**config.mk**
```make
export PLATFORM = sky130hd
export DESIGN_NAME = trimmed_mean_adc_averager_core
export DESIGN_NICKNAME = d
export VERILOG_FILES = /design/src/rtl/core/tmaa_pkg.sv /design/src/rtl/core/trimmed_mean_adc_averager_core.sv
export VERILOG_INCLUDE_DIRS = /design/src /design/src/rtl/core
export SDC_FILE = /design/constraint.sdc
export NUM_CORES = 1
export LEC_CHECK = 0
export BUFFER_PORTS_ARGS = -buffer_cell sky130_fd_sc_hd__buf_2
export CORE_ASPECT_RATIO = 1.75
export CORE_MARGIN = 1
export CORE_UTILIZATION = 40
export CTS_CLUSTER_SIZE = 24
export DETAILED_ROUTE_END_ITERATION = 8
export HOLD_SLACK_MARGIN = 0.02
export SLEW_MARGIN = 15
export SYNTH_ARGS = -nofsm -noshare
export SYNTH_HDL_FRONTEND = slang
export SYNTH_SLANG_ARGS = --single-unit
```
**constraint.sdc**
```tcl
create_clock -name clock -period 3.7 [get_ports clock]
set_clock_uncertainty 0.1 [all_clocks]
set_input_delay 0.185 -clock clock [delete_from_list [all_inputs] [get_ports clock]]
set_output_delay 0.185 -clock clock [all_outputs]
set_load 0.005 [all_outputs]
```
**src/rtl/core/trimmed_mean_adc_averager_core_assert.svh**
```systemverilog
// Assertion macros shared by the trimmed-mean averager RTL.
`ifndef TRIMMED_MEAN_ADC_AVERAGER_CORE_ASSERT_SVH
`define TRIMMED_MEAN_ADC_AVERAGER_CORE_ASSERT_SVH
`ifndef SYNTHESIS
// Same-cycle implication, checked at every rising clock edge outside reset.
`define TMAA_ASSERT_IMPLY(label, ante, cons) \
   label: assert property (@(posedge clock) disable iff (reset) (ante) |-> (cons)) \
      else $error("assertion failed: implication");
// Next-cycle implication, checked at every rising clock edge outside reset.
`define TMAA_ASSERT_NEXT(label, ante, cons) \
   label: assert property (@(posedge clock) disable iff (reset) (ante) |=> (cons)) \
      else $error("assertion failed: next-cycle implication");
`else
`define TMAA_ASSERT_IMPLY(label, ante, cons)
`define TMAA_ASSERT_NEXT(label, ante, cons)
`endif
`endif

```
**src/rtl/core/tmaa_pkg.sv**
```systemverilog
// Widths, register indexes and divider constants of the trimmed-mean averager.
package tmaa_pkg;

   // Field and accumulator widths.
   localparam int SAMPLE_W = 10;
   localparam int COUNT_W  = 8;
   localparam int SUM_W    = SAMPLE_W + COUNT_W;
   localparam int TDIV_W   = 16;
   localparam int SCALED_W = 18;
   localparam int TEMP_FRAC_W = 8;
   localparam int VOLT_FRAC_W = 16;

   // Configuration register indexes.
   localparam int CSR_INDEX_W = 2;
   localparam logic [CSR_INDEX_W-1:0] CSR_SAMPLE_COUNT  = 2'd0;
   localparam logic [CSR_INDEX_W-1:0] CSR_FILTER_ENABLE = 2'd1;
   localparam logic [CSR_INDEX_W-1:0] CSR_MEASURE_MODE  = 2'd2;
   localparam logic [CSR_INDEX_W-1:0] CSR_TEMP_DIVISOR  = 2'd3;

   // Configuration reset values.
   localparam logic [COUNT_W-1:0] SAMPLE_COUNT_RESET = 8'd8;
   localparam logic [TDIV_W-1:0]  TEMP_DIVISOR_RESET = 16'd256;

   // Voltage divisor and saturation limits.
   localparam logic [TDIV_W-1:0]   VOLT_DIVISOR = 16'd400;
   localparam logic [SCALED_W-1:0] TEMP_SAT     = 18'd65535;

   // Divider iteration counts: the mean has SAMPLE_W quotient bits and the
   // scaled value SCALED_W quotient bits.
   localparam int ITER_W = 5;
   localparam logic [ITER_W-1:0] DIV1_STEPS = 5'd10;
   localparam logic [ITER_W-1:0] DIV2_STEPS = 5'd18;

endpackage

```
**src/rtl/core/trimmed_mean_adc_averager_core.sv**
```systemverilog
// Trimmed-mean averager for converter samples with a bit-serial divider.
//
// Usage:
//   Samples enter on the req_ channel (valid/ready). Each sample is folded
//   into a running sum, minimum, maximum and count, and the
//   block is ready again in the next cycle. The sample that completes a
//   block of sample_count samples starts the result computation, during
//   which req_ready is low:
//     a trim step (drop min and max when filtering),
//     the mean, one quotient bit per cycle,
//     the scaled value, one quotient bit per cycle,
//     a last step that saturates temperature results and hands the item to
//     the output register once it is free.
//   The restoring divider produces both the mean and the scaled value.
//   The output register lets new samples be accepted while a result waits.
//   If the receiver stalls and a second result is ready, the block holds it
//   and keeps req_ready low until the output register is taken.
//   Configuration is to be written on the csr_ port only while the block is
//   idle; the block does not enforce this. Synchronous reset clears the
//   accumulators and valid flag and returns configuration to its defaults.
`include "trimmed_mean_adc_averager_core_assert.svh"
module trimmed_mean_adc_averager_core (
   input  logic clock,
   input  logic reset,
   // Sample input channel.
   input  logic req_valid,
   output logic req_ready,
   input  logic [tmaa_pkg::SAMPLE_W-1:0] req_sample,
   // Result output channel.
   output logic rsp_valid,
   input  logic rsp_ready,
   output logic [tmaa_pkg::SAMPLE_W-1:0] rsp_mean_code,
   output logic [tmaa_pkg::SCALED_W-1:0] rsp_scaled_value,
   // Configuration write port.
   input  logic csr_write,
   input  logic [tmaa_pkg::CSR_INDEX_W-1:0] csr_index,
   input  logic [tmaa_pkg::TDIV_W-1:0] csr_wdata
);
   import tmaa_pkg::*;

   // State codes of the sequencer.
   localparam logic [2:0] ST_IDLE = 3'd0;
   localparam logic [2:0] ST_TRIM = 3'd1;
   localparam logic [2:0] ST_DIV1 = 3'd2;
   localparam logic [2:0] ST_DIV2 = 3'd3;
   localparam logic [2:0] ST_DONE = 3'd4;

   logic [2:0] state_ff, state_in;

   // Configuration registers.
   logic [COUNT_W-1:0] sample_count_ff;
   logic               filter_enable_ff;
   logic               measure_mode_ff;
   logic [TDIV_W-1:0]  temp_divisor_ff;

   // Accumulators.
   logic [COUNT_W-1:0]  taken_count_ff, taken_count_in;
   logic [SUM_W-1:0]    running_sum_ff, running_sum_in;
   logic [SAMPLE_W-1:0] running_min_ff, running_min_in;
   logic [SAMPLE_W-1:0] running_max_ff, running_max_in;

   // Divider registers: partial remainder, numerator/quotient shift line,
   // divisor and step counter.
   logic [TDIV_W-1:0]   rem_ff, rem_in;
   logic [SCALED_W-1:0] qn_ff, qn_in;
   logic [TDIV_W-1:0]   div_ff, div_in;
   logic [ITER_W-1:0]   iter_ff, iter_in;
   logic [SAMPLE_W-1:0] mean_ff, mean_in;

   // Output register.
   logic                rsp_valid_ff, rsp_valid_in;
   logic [SAMPLE_W-1:0] rsp_mean_code_ff, rsp_mean_code_in;
   logic [SCALED_W-1:0] rsp_scaled_value_ff, rsp_scaled_value_in;

   logic                accept;
   logic [COUNT_W-1:0]  count_next;
   logic [COUNT_W-1:0]  count_target;
   logic                use_trim;
   logic [SUM_W-1:0]    trim_num;
   logic [COUNT_W-1:0]  trim_div;
   logic [TDIV_W:0]     trial;
   logic [TDIV_W+1:0]   trial_diff;
   logic                take;
   logic [TDIV_W-1:0]   rem_step;
   logic [SCALED_W-1:0] qn_step;
   logic [SAMPLE_W-1:0] mean_done;
   logic [SCALED_W-1:0] scaled_done;
   logic                out_free;

   assign req_ready        = (state_ff == ST_IDLE);
   assign accept           = req_valid && req_ready;
   assign rsp_valid        = rsp_valid_ff;
   assign rsp_mean_code    = rsp_mean_code_ff;
   assign rsp_scaled_value = rsp_scaled_value_ff;
   assign out_free         = !rsp_valid_ff || rsp_ready;

   // Block length: a count of zero means one sample.
   assign count_next   = taken_count_ff + COUNT_W'(1);
   assign count_target = (sample_count_ff == '0) ? COUNT_W'(1) : sample_count_ff;

   // Trimmed numerator and divisor, valid only with three or more samples.
   assign use_trim = filter_enable_ff && (taken_count_ff >= COUNT_W'(3));
   assign trim_num = running_sum_ff - SUM_W'(running_min_ff) - SUM_W'(running_max_ff);
   assign trim_div = taken_count_ff - COUNT_W'(2);

   // One restoring division step: shift in the next numerator bit, subtract
   // the divisor if it fits and shift the quotient bit into the line.
   assign trial      = {rem_ff, qn_ff[SCALED_W-1]};
   assign trial_diff = {1'b0, trial} - {2'b00, div_ff};
   assign take       = !trial_diff[TDIV_W+1];
   assign rem_step   = take ? trial_diff[TDIV_W-1:0] : trial[TDIV_W-1:0];
   assign qn_step    = {qn_ff[SCALED_W-2:0], take};
   assign mean_done  = qn_step[SAMPLE_W-1:0];

   // Temperature results saturate, and a zero divisor gives full scale.
   always_comb begin
      if (measure_mode_ff) begin
         scaled_done = qn_ff;
      end else if ((div_ff == '0) || (qn_ff > TEMP_SAT)) begin
         scaled_done = TEMP_SAT;
      end else begin
         scaled_done = qn_ff;
      end
   end

   // Sequencer, accumulators and divider datapath.
   always_comb begin
      state_in            = state_ff;
      taken_count_in      = taken_count_ff;
      running_sum_in      = running_sum_ff;
      running_min_in      = running_min_ff;
      running_max_in      = running_max_ff;
      rem_in              = rem_ff;
      qn_in               = qn_ff;
      div_in              = div_ff;
      iter_in             = iter_ff;
      mean_in             = mean_ff;
      rsp_valid_in        = rsp_valid_ff && !rsp_ready;
      rsp_mean_code_in    = rsp_mean_code_ff;
      rsp_scaled_value_in = rsp_scaled_value_ff;

      unique case (state_ff)
         ST_IDLE: begin
            if (accept) begin
               taken_count_in = count_next;
               running_sum_in = running_sum_ff + SUM_W'(req_sample);
               if (req_sample < running_min_ff) begin
                  running_min_in = req_sample;
               end
               if (req_sample > running_max_ff) begin
                  running_max_in = req_sample;
               end
               if (count_next >= count_target) begin
                  state_in = ST_TRIM;
               end
            end
         end
         ST_TRIM: begin
            // The mean fits in SAMPLE_W bits, so the upper numerator bits
            // start out as the partial remainder.
            if (use_trim) begin
               rem_in = TDIV_W'(trim_num[SUM_W-1:SAMPLE_W]);
               qn_in  = {trim_num[SAMPLE_W-1:0], {(SCALED_W-SAMPLE_W){1'b0}}};
               div_in = TDIV_W'(trim_div);
            end else begin
               rem_in = TDIV_W'(running_sum_ff[SUM_W-1:SAMPLE_W]);
               qn_in  = {running_sum_ff[SAMPLE_W-1:0], {(SCALED_W-SAMPLE_W){1'b0}}};
               div_in = TDIV_W'(taken_count_ff);
            end
            iter_in        = DIV1_STEPS;
            taken_count_in = '0;
            running_sum_in = '0;
            running_min_in = '1;
            running_max_in = '0;
            state_in       = ST_DIV1;
         end
         ST_DIV1: begin
            rem_in  = rem_step;
            qn_in   = qn_step;
            iter_in = iter_ff - ITER_W'(1);
            if (iter_ff == ITER_W'(1)) begin
               // Load the scaling division from the finished mean.
               mean_in = mean_done;
               iter_in = DIV2_STEPS;
               if (measure_mode_ff) begin
                  rem_in = TDIV_W'(mean_done[SAMPLE_W-1:2]);
                  qn_in  = {mean_done[1:0], {VOLT_FRAC_W{1'b0}}};
                  div_in = VOLT_DIVISOR;
               end else begin
                  rem_in = '0;
                  qn_in  = {mean_done, {TEMP_FRAC_W{1'b0}}};
                  div_in = temp_divisor_ff;
               end
               state_in = ST_DIV2;
            end
         end
         ST_DIV2: begin
            rem_in  = rem_step;
            qn_in   = qn_step;
            iter_in = iter_ff - ITER_W'(1);
            if (iter_ff == ITER_W'(1)) begin
               state_in = ST_DONE;
            end
         end
         ST_DONE: begin
            if (out_free) begin
               rsp_valid_in        = 1'b1;
               rsp_mean_code_in    = mean_ff;
               rsp_scaled_value_in = scaled_done;
               state_in            = ST_IDLE;
            end
         end
         default: begin
            state_in = ST_IDLE;
         end
      endcase
   end

   // Control registers and accumulators.
   always_ff @(posedge clock) begin
      if (reset) begin
         state_ff       <= ST_IDLE;
         taken_count_ff <= '0;
         running_sum_ff <= '0;
         running_min_ff <= '1;
         running_max_ff <= '0;
         iter_ff        <= '0;
         rsp_valid_ff   <= 1'b0;
      end else begin
         state_ff       <= state_in;
         taken_count_ff <= taken_count_in;
         running_sum_ff <= running_sum_in;
         running_min_ff <= running_min_in;
         running_max_ff <= running_max_in;
         iter_ff        <= iter_in;
         rsp_valid_ff   <= rsp_valid_in;
      end
   end

   // Divider and output payload registers.
   always_ff @(posedge clock) begin
      rem_ff              <= rem_in;
      qn_ff               <= qn_in;
      div_ff              <= div_in;
      mean_ff             <= mean_in;
      rsp_mean_code_ff    <= rsp_mean_code_in;
      rsp_scaled_value_ff <= rsp_scaled_value_in;
   end

   // Configuration register writes.
   always_ff @(posedge clock) begin
      if (reset) begin
         sample_count_ff  <= SAMPLE_COUNT_RESET;
         filter_enable_ff <= 1'b1;
         measure_mode_ff  <= 1'b0;
         temp_divisor_ff  <= TEMP_DIVISOR_RESET;
      end else if (csr_write) begin
         unique case (csr_index)
            CSR_SAMPLE_COUNT:  sample_count_ff  <= csr_wdata[COUNT_W-1:0];
            CSR_FILTER_ENABLE: filter_enable_ff <= csr_wdata[0];
            CSR_MEASURE_MODE:  measure_mode_ff  <= csr_wdata[0];
            CSR_TEMP_DIVISOR:  temp_divisor_ff  <= csr_wdata;
            default: begin
            end
         endcase
      end
   end

   // The partial remainder always stays below a nonzero divisor.
   `TMAA_ASSERT_IMPLY(a_rem_below_div, ((state_ff == ST_DIV1) || (state_ff == ST_DIV2)) && (div_ff != '0), rem_ff < div_ff)
   // The step counter never runs out inside a division.
   `TMAA_ASSERT_IMPLY(a_iter_live, (state_ff == ST_DIV1) || (state_ff == ST_DIV2), iter_ff != '0)
   // The accumulators are empty once a block has been handed to the divider.
   `TMAA_ASSERT_NEXT(a_acc_cleared, state_ff == ST_TRIM, (taken_count_ff == '0) && (running_sum_ff == '0))
   // Any taken sample leaves the minimum at or below the maximum.
   `TMAA_ASSERT_IMPLY(a_min_le_max, taken_count_ff != '0, running_min_ff <= running_max_ff)

endmodule

```
==> qor.txt, run 1 <==
Synth area leader: edfxtp_1
synth-to-layout area growth: 14.9%
RSZ-0062 raised after global routing: false
Detail Route Antenna Nets: 0
placer congestion estimate: 0.907
Longest Clk Path Bufs: 2
vias in the first global route: 7748
CTS HTree Levels: 4
syn_area_per_cell: 9.51 um2
Power Dens Cells: 460 nW/um2
Post-synth EDFFs: 88
clk_lat worst skew: 0.45 ns
Antenna Cells: 0
synth top area cells: edfxtp_1 27%, dfxtp_1 17%, ha_1 8.8%
Root Buffer: clkbuf_16
Seq pwr share: 0.417
Worst R2R Path Depth: 9
Min-Delay Path Class: input port to register
relative max-transition margin: 0.289
worst setup path class: register to register
WP data arrival: 3.22 ns
HPWL after detailed placement: 19200 um
Critical Path, Cell by Cell: fa_1 > ha_1 > nor2b_1 > o31a_1 > o41ai_2 > o21ai_0 > xnor2_1 > o21ai_0 > o21a_1
Worst Setup End Kind: register
Clock transition at path regs: 0.07 ns
row cnt: 75
post-layout min period: 3.11 ns
Final Slew Violations: 0
main flop type after synthesis: edfxtp_1
drt total wl: 25400 um
r2r setup slk: 0.59 ns
largest fanout on the critical path: 5
Comb power frac: 0.259
Slowest-stage cell, CP: fa_1
Setup WS pre-CTS: 0.629 ns
setup bufs post-CTS: 0
CTS buffer count: 17
internal power: 3.51 mW
switching portion of total power: 0.323
Clock power frac: 0.324
WL/cell: 17.7 um
global-route wire length before repair: 40100 um
Crit path required time: 3.81 ns
Max-Cap Viols: 0
core area: 24000 um2
Fin Hold WS: 0.0515 ns
die height: 209 um
status: complete, no violations
setup TNS: 0 ns
fraction of synthesized cell area taken by the top area cell type: 0.269
die extent in x: 120 um
Cells after Synth: 1032
CP Launch Type: register
share of layout cells above drive strength 1: 0.132
final hold vios: 0
switching power: 1.67 mW
post-synthesis sequential area ratio: 0.435
hold_buf cts: 29
Async SR Flop Fraction: 0
Starting Density: 0.408
Post-CTS Resized: 0
Post-Syn Nets: 1146
Pre-antenna DRT Iters: 5
# setup viols final: 0
die area: 25200 um2
GRT Total Usage: 0.209
fmax: 0.322 GHz
synthesized flop and latch total: 169
Min-Delay Path Depth: 4
final worst slack: 0.594 ns
largest net degree at the start of global routing: 54
initial antenna violation count: 0
residual DRC count: 0
nets: 1230
Synth Cell Area: 9810 um2
Peak VDD IR: 300 uV
I/O pin count: 63
LEAKAGE: 4.48 nW
yosys warns: 0
initial drt markers: 424
routed vias/inst: 5.42
CTS sink count: 169
Final Cycle Share: 0.839
CTS tree: built
DR vias: 7788
Worst-Margin Slew: 1.07 ns
slowest stage delay, CP: 0.49 ns
I/O Buffers: 62
GR Overflow Total: 0
Synth cell types: 75
Most Frequent Cell on Critical Path: o21ai_0
Final Total Pwr: 5.18 mW
-- logic make-up after synthesis --
| logic type | after synthesis | share of synthesized area |
|---|---|---|
| AOI/OAI and AO/OA | 244 | 0.164 |
| xor gates and xnor gates | 47 | 0.0420 |
| adders and majority gates | 81 | 0.113 |
| buffers and inverters | 110 | 0.0474 |
| DFF | 169 | 0.435 |
| muxes | 20 | 0.0204 |
| and+or+nand+nor | 361 | 0.179 |
-- sequential cells by signal, summed over array words and instances, names as in the netlist --
register	cells
sample_count_ff	8
temp_divisor_ff	16
iter_ff	5
rem_ff	16
div_ff	16
taken_count_ff	8
qn_ff	18
measure_mode_ff	1
filter_enable_ff	1
state_ff	3
rsp_scaled_value	18
rsp_valid	1
rsp_mean_code	10
running_min_ff	10
running_max_ff	10
mean_ff	10
running_sum_ff	18
-- layer usage --
layer | GRT usage | wire length, um
met4 | 0.106 | 1010
met5 | 0 | 0
met1 | 0.218 | 9690
met3 | 0.0371 | 604
met2 | 0.392 | 14100
-- synthesized netlist by cell type (6+ instances only) --
library cell  count
nor2_1           87
nor4_1           10
a31oi_1           6
nor2b_1          13
or2_2            19
clkbuf_1         29
dfxtp_1          81
o21a_1           12
and3_1           26
ha_1             69
fa_1             12
mux2i_1          20
nand2_1         104
buf_2             7
a211oi_1         14
nand4_1           8
o21ai_0          37
nor3_1           23
nand3_1          35
edfxtp_1         88
o211ai_1         14
nand2b_1          9
a221oi_1          8
inv_1            63
xnor2_1          30
a21oi_1          87
xor2_1           17
a21o_1           11
-- metrics by stage --
step | cells | area (um2) | utilization
global route | 1437 | 11300 | 0.469
global placement | 1376 | 10400 | 0.434
detailed placement | 1376 | 10400 | 0.434
floorplan | 1032 | 9810 | -
CTS | 1437 | 11300 | 0.469
finish | 1437 | 11300 | 0.469
-- power groups by stage --
stage	clock, mW	sequential (mW)	combinational, mW
final	1.68	2.16	1.34
after global routing	1.79	2.18	1.49
after CTS	1.72	2.16	1.34
after floorplan	0	2.17	0.993
after global placement	0	2.20	1.30
after detailed placement	0	2.21	1.31
-- critical path, delay by kind of cell (launching register included) --
kind                     cells  cell delay [ns]
AO/OA/AOI/OAI                5             1.21
AND/OR/NAND/NOR              1             0.17
XOR/XNOR                     1             0.19
flip-flops                   1             0.36
adder cells (fa/ha/maj)      2             0.83
-- area by class of cell --
type,instances,area (um2)
well taps,308,385
fillers,2407,12800
clock buffers,18,429
repair buffers,110,743
clock inverters,14,116
inverters,65,246
multi-input cells,753,5080
flip-flops and latches,169,4260
-- layout by cell type, fill, tap and decap left out, types with 11 or more instances in the layout --
cell type      Yosys  layout
a211oi_1          14      13
a21o_1            11      11
a21oi_1           87      87
and3_1            26      26
buf_2              7      62
buf_4              0      19
clkbuf_16          0      17
dfxtp_1           81      81
dlygate4sd3_1      0      29
edfxtp_1          88      88
fa_1              12      12
ha_1              69      69
inv_1             63      63
mux2i_1           20      20
nand2_1          104     104
nand3_1           35      35
nor2_1            87      87
nor2b_1           13      13
nor3_1            23      23
o211ai_1          14      14
o21a_1            12      12
o21ai_0           37      36
or2_2             19      19
xnor2_1           30      30
xor2_1            17      17
-- final timing paths --
kind,startpoint,end
setup / recovery,running_sum_ff[2],rem_ff[0]
hold / removal,csr_index[1],filter_enable_ff
setup reg to reg,running_sum_ff[2],rem_ff[0]
hold reg to reg,mean_ff[0],rsp_mean_code[0]
Power figures use the tool's default switching activity.
==> run 2, diff against run 1 <==
==> constraint.sdc (replaced) <==
create_clock -name clock -period 2.8 [get_ports clock]
set_clock_uncertainty 0.1 [all_clocks]
set_input_delay 0.14 -clock clock [delete_from_list [all_inputs] [get_ports clock]]
set_output_delay 0.14 -clock clock [all_outputs]
set_load 0.005 [all_outputs]
==> run 2 against run 1 <==
The flow now finishes with violations (negative setup slack). Clock-buffer cell count shrank 1. Critical path type unchanged. Clock power grew 40%. Worst hold slack gained 0.0055 ns. Largest power group unchanged.
==> qor.txt, run 2 (same netlist as run 1, synthesis figures left out) <==
worst setup path class: register to register
relative max-transition margin: 0.465 (+0.176)
Crit path required time: 2.90 ns (-0.91 ns)
Comb power frac: 0.302 (+0.043)
Seq pwr share: 0.383 (-0.034)
Power Dens Cells: 623 nW/um2 (+35%)
die height: 209 um (unchanged)
nets: 1284 (+4.4%)
Starting Density: 0.408 (unchanged)
GRT Total Usage: 0.216 (+0.00717)
internal power: 5.06 mW (+44%)
Non-Filler Instances: 1491 (+3.8%)
Pre-antenna DRT Iters: 4 (-1)
largest net degree at the start of global routing: 37 (-31%)
Final Cycle Share: 1.01 (+0.167)
GR Overflow Total: 0 (unchanged)
Fin Hold WS: 0.0570 ns (+0.00545 ns)
Post-DP Area: 10800 um2 (+3.8%)
placer congestion estimate: 0.897 (-1.1%)
reg2reg start: running_sum_ff[3]
row cnt: 75 (unchanged)
switching portion of total power: 0.321 (-0.00171)
I/O Buffers: 62 (unchanged)
Filler cells: 2318 (-3.7%)
CTS buffer count: 17 (unchanged)
Max-Cap Viols: 0 (unchanged)
max layer used: met4
synth-to-layout area growth: 21.9%
core area: 24000 um2 (unchanged)
Final Slew Violations: 0 (unchanged)
global-route wire length before repair: 41600 um (+3.7%)
CTS tree: built
design area: 12000 um2 (+6.1%)
routed vias/inst: 5.40 (-0.45%)
Worst Setup End Kind: register
final hold vios: 0 (unchanged)
clk_lat worst skew: 0.45 ns (about the same)
die extent in x: 120 um (unchanged)
vias in the first global route: 8120 (+4.8%)
status: finished with violations
commonest non-fill, non-tap cell in the layout: nand2_1
CP Launch Type: register
fmax: 0.355 GHz (+10%)
dpl cells: 1426 (+3.6%)
LEAKAGE: 4.81 nW (+7.4%)
r2r setup slk: -0.02 ns (-0.61 ns)
RSZ-0062 raised after global routing: true
drt total wl: 26000 um (+2.5%)
DR WL met3: 632 um (+4.6%)
# setup viols final: 1 (+1)
Root Buffer: clkbuf_16
die area: 25200 um2 (unchanged)
initial drt markers: 511 (+21%)
Min-Delay Path Class: input port to register
critical path startpoint: running_sum_ff[3]
multi-input logic area: 5300 um2 (+4.1%)
CTS sink count: 169 (unchanged)
residual DRC count: 0 (unchanged)
I/O pin count: 63 (unchanged)
WL/cell: 17.5 um (-1.3%)
Clock transition at path regs: 0.07 ns (about the same)
FF/Latch Area: 4270 um2 (+0.23%)
commonest non-fill, non-tap cells in the layout: 103 x nand2_1, 88 x edfxtp_1, 87 x nor2_1
Detail Route Antenna Nets: 0 (unchanged)
reg2reg end: rem_ff[4]
Worst Setup EP: rem_ff[4]
post-layout min period: 2.82 ns (-0.287 ns)
DR vias: 8044 (+3.3%)
Antenna Cells: 0 (unchanged)
Worst R2R Path Depth: 11 (+2)
Worst-Margin Slew: 0.798 ns (-0.269 ns)
Longest Clk Path Bufs: 2 (unchanged)
met2 wire length: 14600 um (+3.5%)
CTS HTree Levels: 4 (unchanged)
final worst slack: -0.0181 ns (-0.613 ns)
Metal-1 WL: 9760 um (+0.71%)
switching power: 2.39 mW (+43%)
initial antenna violation count: 0 (unchanged)
failing checks: negative setup slack
WP data arrival: 2.92 ns (-0.30 ns)
Peak VDD IR: 334 uV (+11%)
Clock power frac: 0.315 (-0.009)
share of layout cells above drive strength 1: 0.206 (+0.0743)
HPWL after detailed placement: 19800 um (+3.4%)
largest fanout on the critical path: 5 (unchanged)
-- run 2: changes by cell type in the layout (fill, tap and decap cells not counted), moves of 4 or more --
| cell | delta |
|---|---|
| buf_4 | +51 |
| dfxtp_2 | +8 |
| o21ai_0 | -6 |
| inv_6 | +7 |
| clkinvlp_4 | -5 |
| ha_1 | -9 |
| ha_2 | +4 |
| o21ai_1 | +5 |
| dfxtp_1 | -8 |
| ha_4 | +5 |
-- run 2: how the worst min path moves through the flow --
stage / from / to / slack, ns / depth (start not counted)
6_report: csr_index[1] / measure_mode_ff / 0.06 / 5
3_5_place_dp: csr_wdata[8] / temp_divisor_ff[8] / 0.27 / 3
5_1_grt: csr_index[1] / measure_mode_ff / 0.10 / 5
3_3_place_gp: csr_wdata[8] / temp_divisor_ff[8] / 0.25 / 3
4_1_cts: csr_index[1] / measure_mode_ff / 0.02 / 5
2_1_floorplan: csr_wdata[3] / sample_count_ff[3] / 0.16 / 1
-- run 2: worst max-delay path: stages, from the launching register on --
cell      delay [ns]
dfxtp_2         0.33
fa_1            0.58
ha_4            0.22
buf_4           0.13
o21a_1          0.16
o31a_1          0.12
o41ai_2         0.22
buf_4           0.20
o311ai_2        0.09
xnor2_1         0.16
a21oi_1         0.17
o21ai_1         0.08
-- run 2: area by class of cell --
class | instances | share of cell area
multi-input cells | 753 | 0.443
flip-flops and latches | 169 | 0.357
repair buffers | 164 | 0.0984
clock buffers | 17 | 0.0356
well taps | 308 | 0.0322
inverters | 65 | 0.0206
clock inverters | 15 | 0.0129
-- run 2: repair_timing --
item,4_1_cts,5_1_grt
resized for setup,10,45
pin swaps,5,2
hold buffers,30,0
setup buffers,2,1
hold endpoints to repair,48,0
endpoints found under the setup margin,10,22
-- run 2: through the flow --
| step | power, mW | TNS (ns) | util | worst slack [ns] |
|---|---|---|---|---|
| floorplan | 4.19 | 0 | - | 0.0466 |
| global placement | 4.81 | -0.724 | 0.451 | -0.170 |
| detailed placement | 4.84 | -1.07 | 0.451 | -0.232 |
| CTS | 7.32 | 0 | 0.491 | 0.00190 |
| global route | 7.83 | -0.458 | 0.498 | -0.123 |
| finish | 7.45 | -0.0181 | 0.498 | -0.0181 |
-- run 2: power by group through the flow --
stage | Combinational, mW | Sequential, mW | Clock (mW)
after floorplan | 1.31 | 2.87 | 0
after global placement | 1.91 | 2.90 | 0
after detailed placement | 1.93 | 2.91 | 0
after CTS | 2.07 | 2.85 | 2.40
after global routing | 2.45 | 2.87 | 2.50
final | 2.25 | 2.86 | 2.35
-- run 2: layer usage --
metal	up-vias	global-route usage
met5	-	0
met4	0	0.117
met3	54	0.0352
met2	134	0.408
met1	3858	0.222
li1	3998	-
